$ cat config.mk
export PLATFORM = sky130hd
export DESIGN_NAME = vdi_front
export DESIGN_NICKNAME = d
export VERILOG_FILES = /design/src/rtl/vertex_dedup_indexer_assert.svh /design/src/rtl/vdi_pkg.sv /design/src/rtl/vdi_front.sv
export SDC_FILE = /design/constraint.sdc
export NUM_CORES = 1
export LEC_CHECK = 0
export BUFFER_PORTS_ARGS = -buffer_cell sky130_fd_sc_hd__buf_2
export CORE_MARGIN = 8
export CORE_UTILIZATION = 50
export CTS_CLUSTER_SIZE = 12
export DETAILED_ROUTE_END_ITERATION = 7
export PLACE_DENSITY = 0.82
export SETUP_SLACK_MARGIN = 0.1
export SLEW_MARGIN = 25
export SYNTH_ARGS = -nofsm -noshare
export SYNTH_HDL_FRONTEND = slang
export SYNTH_SLANG_ARGS = --single-unit
$ cat constraint.sdc
create_clock -name clk -period 34.4 [get_ports clk]
set_input_delay 6.88 -clock clk [delete_from_list [all_inputs] [get_ports clk]]
set_output_delay 6.88 -clock clk [all_outputs]
set_load 0.005 [all_outputs]
$ cat src/rtl/vertex_dedup_indexer_assert.svh
// Assertion macros for the vertex dedup indexer.
// Used by the top level only.
`ifndef VERTEX_DEDUP_INDEXER_ASSERT_SVH
`define VERTEX_DEDUP_INDEXER_ASSERT_SVH

// a condition implies another on the same edge
`define VDI_ASSERT_IMPLY(label, ante, cons) \
  label: assert property (@(posedge clk) disable iff (rst) (ante) |-> (cons)) \
    else $error("%m: check failed");

// a condition implies another on the next edge
`define VDI_ASSERT_NEXT(label, ante, cons) \
  label: assert property (@(posedge clk) disable iff (rst) (ante) |=> (cons)) \
    else $error("%m: check failed");

`endif

$ cat src/rtl/vdi_pkg.sv
// Package for the vertex dedup indexer: widths, queue item, result and engine state types.
// No dependencies.
`timescale 1ns / 1ps
package vdi_pkg;
  localparam int TableDepth = 1024;
  localparam int IdxW = $clog2(TableDepth);
  localparam int CntW = IdxW + 1;
  localparam int KeyW = 256;
  localparam int OutIdxW = 10;

  typedef struct packed {
    logic            start_mesh;
    logic [KeyW-1:0] key;
  } item_t;

  typedef struct packed {
    logic [OutIdxW-1:0] vertex_index;
    logic               is_new;
    logic               overflow;
  } result_t;

  typedef enum logic [2:0] {
    S_IDLE, S_READ, S_CMP, S_OUT
  } eng_state_t;
endpackage

$ cat src/rtl/vdi_front.sv
// Front end: a two-entry queue that takes input items and passes them to the back end.
// Depends on vdi_pkg.
`timescale 1ns / 1ps
module vdi_front (
  input  logic           clk,
  input  logic           rst,
  input  logic           in_valid,
  output logic           in_ready,
  input  vdi_pkg::item_t in_item,
  output logic           q_valid,
  input  logic           q_ready,
  output vdi_pkg::item_t q_item
);
  import vdi_pkg::*;

  item_t      mem [2];
  logic       wp;
  logic       rp;
  logic [1:0] cnt;

  assign in_ready = (cnt != 2'd2);
  assign q_valid  = (cnt != 2'd0);
  assign q_item   = mem[rp];

  always_ff @(posedge clk) begin
    if (in_valid && in_ready) begin
      mem[wp] <= in_item;
    end
  end

  always_ff @(posedge clk) begin
    if (rst) begin
      wp  <= 1'b0;
      rp  <= 1'b0;
      cnt <= 2'd0;
    end else begin
      if (in_valid && in_ready) wp <= ~wp;
      if (q_valid && q_ready) rp <= ~rp;
      cnt <= cnt + 2'(in_valid && in_ready) - 2'(q_valid && q_ready);
    end
  end
endmodule

# After elaboration in Yosys (flattened, before gate mapping)
# Memories as Yosys holds them, arrays and structs flattened. A register that Yosys moved wholly into a read port is not among the register bits.
# Index checks and enable logic that the tools add are counted.
dict set report word_totals {
  rom_bits 0
  wordCells 16
  ram_bits 514
  input_bits 261
  regBits 4
  latch_bits 0
  memories 1
}
dict set report classes {
  n_reduce_logical 3
  order_cmp 0
  mux 4
  eq_ne 1
  bitwise 2
  div 0
  addsub 2
  multipliers 0
  shift 0
}
# memory depth width rd rd_clocked_by_memory_dff wr line
set mem_list {}
lappend mem_list {mem 2 257 1 1 1 vdi_front.sv:16} ;# item_t mem [2];
# cell count
set op_table {}
lappend op_table {{$mux W1} 4}
lappend op_table {{$add A2 B1 Y2} 1}
lappend op_table {{$logic_and A1 B1 Y1} 2}
lappend op_table {{$ne A2 B2 Y1 const B} 1}
lappend op_table {{$not A1 Y1} 2}
lappend op_table {{$reduce_bool A2 Y1} 1}
lappend op_table {{$sub A2 B1 Y2} 1}

# Logic depth before layout (Yosys ltp)
dict set report logic_depth {
  word_depth 4
  ltp_mapped 8
  depth_no_buf 8
}

# Least setup slack after synthesis
# Ideal clock, no wire load.
dict set report synth_timing {
  path_type {input to register}
  from {input in_valid}
  to {memory mem[0][0] in the netlist's numbering, enable pin}
  setup_time_ns 0.879
  t_arrival_ns 17.609
  setup_slack_ns 15.911
  path_stages 2
  required_ns 33.521
  path_buffers 0
  cell_sequence {nand2_1 -> nor2_1}
}
dict set report synth_between {
  elab_chain_cells 3
}
# element line
set synth_rtl {}
lappend synth_rtl {{start, declared} vdi_front.sv:7} ;# input logic in_valid,
lappend synth_rtl {{$logic_and A1 B1 Y1} vdi_front.sv:26} ;# if (in_valid && in_ready) begin
lappend synth_rtl {{$mux W1} vdi_front.sv:26}
lappend synth_rtl {{$mux W1 (not written as such)} vdi_front.sv:27} ;# mem[wp] <= in_item;
lappend synth_rtl {{end, declared} vdi_front.sv:16}
# No other way between the ends.

==> impl_metrics.env <==
export IMPL_drt_iter0_markers=663
export IMPL_fin_crit_sh_pct=31.4
export IMPL_clock_sinks=519
export IMPL_min_period_ps=10790
export IMPL_routed_wl_mm=44.7
export IMPL_tritoncts="yes"
export IMPL_mappedNetlistArea_um2=19800
export IMPL_holdWs_ps=523
export IMPL_clockBufferDepth=3
export IMPL_clock_latency_ps=560
export IMPL_required_ps=27520
export IMPL_synth_top_area_share_pct=78.0
export IMPL_synth_commonest_cells="edfxtp_1, mux2_4, mux2_2"
export IMPL_fmax_mhz=92.6
export IMPL_worst_pin_slew_ps=1070
export IMPL_rsz0062_at_grt="no"
export IMPL_grt_overflow=0
export IMPL_power_density_nw_per_um2=71.3
export IMPL_syn_avg_cell_area_um2=24.0
export IMPL_grt_pass1_vias=10600
export IMPL_ant_nets=0
export IMPL_syn_to_final_growth_pct=22.6
export IMPL_yosysSeqAreaShare_pct=78.5
export IMPL_die_height_um=215
export IMPL_worstRegToRegCells=4
export IMPL_synth_edff_count=514
export IMPL_worst_setup_path_type="register to output pin"
export IMPL_grt_max_degree=84
export IMPL_min_path_type="register to register"
export IMPL_root_buffer="clkbuf_16"
export IMPL_die_area_um2=46200
export IMPL_worstPathArrival_ps=3910
export IMPL_critPathLaunchType="register"
export IMPL_vias=9844
export IMPL_synth_area_leaders="edfxtp_1, mux2_4, mux2_2"
export IMPL_synth_seq_cells=519
export IMPL_slew_violations=0
export IMPL_core_rowCount=73
export IMPL_fin_cells=1933
export IMPL_cts_made_buffers=51
export IMPL_io_pins=520
export IMPL_worst_hold_path_num_cells=2
export IMPL_layout_nets=1643
export IMPL_routabilityCongestion=0.811
export IMPL_synth_top_cell_by_area="edfxtp_1"
export IMPL_synth_cell_types=19
export IMPL_slew_headroom_pct=29.0
export IMPL_fillCellCount=2733
export IMPL_synth_ff_type="edfxtp_1"
export IMPL_drive_gt1_share_pct=60.8
export IMPL_core_um2=39400
export IMPL_h_tree_depth=2
export IMPL_total_power_uw=1730
export IMPL_cp_max_fo=58
export IMPL_synth_most_common_cell="edfxtp_1"
export IMPL_io_buffers=519
export IMPL_synth_fp_nets=1087
export IMPL_start_util_pct=50.3
export IMPL_track_usage_pct=18.4
export IMPL_async_reset_ff_share_pct=0
export IMPL_setup_viol=0
export IMPL_cts_repair_resized=0
export IMPL_skew_ps=21.0
export IMPL_setup_tns_final_ps=0
export IMPL_cp_end_kind="output pin"
export IMPL_antenna_found_initial=17
export IMPL_synthCells=824
export IMPL_hold_viol_final=0
export IMPL_die_width_um=215
export IMPL_power_leakage_uw=0.00945
export IMPL_routedWlPerCell_um=23.1
export IMPL_max_cap_violations=0
export IMPL_ctsHoldBuffers=0
export IMPL_clkTransAtPathRegs_ps=60
export IMPL_via_per_inst=5.09
export IMPL_post_cts_buffers=0
export IMPL_yosys_warnings=0
export IMPL_grt_pass1_wl_mm=64.5
export IMPL_ir_drop_mv=0.0534
export IMPL_status="finished, final reports clean"
export IMPL_dpl_cell_count=1850
export IMPL_dp_final_hpwl_mm=31.8
export IMPL_route_detailed_drc=0
export IMPL_drtPass1Iterations=5
layout make-up:
type                       count  area [um2]  share of cell area [%]
antenna                       12        30.0                   0.124
clock buffer                  60        1310                    5.40
clock inverter                 9        71.3                   0.294
inverter                       1        3.75                  0.0155
multi-input combinational    275        3890                    16.1
sequential                   519       15500                    64.1
tap                          525         657                    2.71
timing repair buffer         532        2750                    11.3
per-layer routing:
| layer | track usage, % | part of all wire [%] |
|---|---|---|
| met1 | 19.4 | 34 |
| met2 | 32.4 | 52 |
| met3 | 7.60 | 11 |
| met4 | 6.99 | 2.6 |
| met5 | 0 | 0.14 |
report_power, final:
group	leakage, uW	switching [uW]	internal [uW]
sequential	0.00484	33.1	795
clock	0.000674	207	273
combinational	0.00393	194	227
stage by stage:
step / utilization [%] / instance area, um2 / worst slack, ps
after global placement: 57.8 / 22800 / 24160
after global routing: 61.6 / 24200 / 23450
final: 61.6 / 24300 / 23610
after floorplan: - / 19800 / 15910
after CTS: 61.4 / 24200 / 23540
after detailed placement: 57.9 / 22800 / 24160
worst max-delay path, cell delays in order, from the launching register on:
cell	delay, ps
dfxtp_4	1010
buf_4	760
buf_4	890
mux2_4	360
buf_2	130
state kept, by name, indices dropped and copies added, names as in the netlist, named ones only:
name	count
rp	1
wp	1
cnt	2
mem	514
logic make-up (layout without fill, tap and decap cells):
family / Yosys count / in the layout / synth area share [%]
flops: 519 / 519 / 78.5
mux: 258 / 258 / 19.0
xor+xnor: 3 / 3 / 0.133
other cells: 0 / 12 / 0
fa+ha+maj: 2 / 2 / 0.126
buf+inv: 30 / 602 / 1.86
simple gates: 11 / 11 / 0.272
compound gates: 1 / 1 / 0.0380
layout by cell type (no fill, tap or decap), types with 2 or more instances in the layout:
cell type and instances:
buf_2 519, edfxtp_1 514, mux2_4 230, clkbuf_16 51
mux2_2 28, diode_2 12, clkbuf_1 9, buf_4 8
clkinv_1 5, nor2_1 4, dfxtp_1 4, buf_6 3
nor2b_1 2, xnor2_1 2, ha_1 2, inv_6 2
buf_16 2
final timing paths:
kind,slack (ps),start,to
worst max register to register,31330,cnt[0],mem[1][184]
worst min register to register,520,rp,register
worst max-delay path,23610,register,q_item[176]
worst min-delay path,520,rp,register
(Power assumes the default switching activity.)
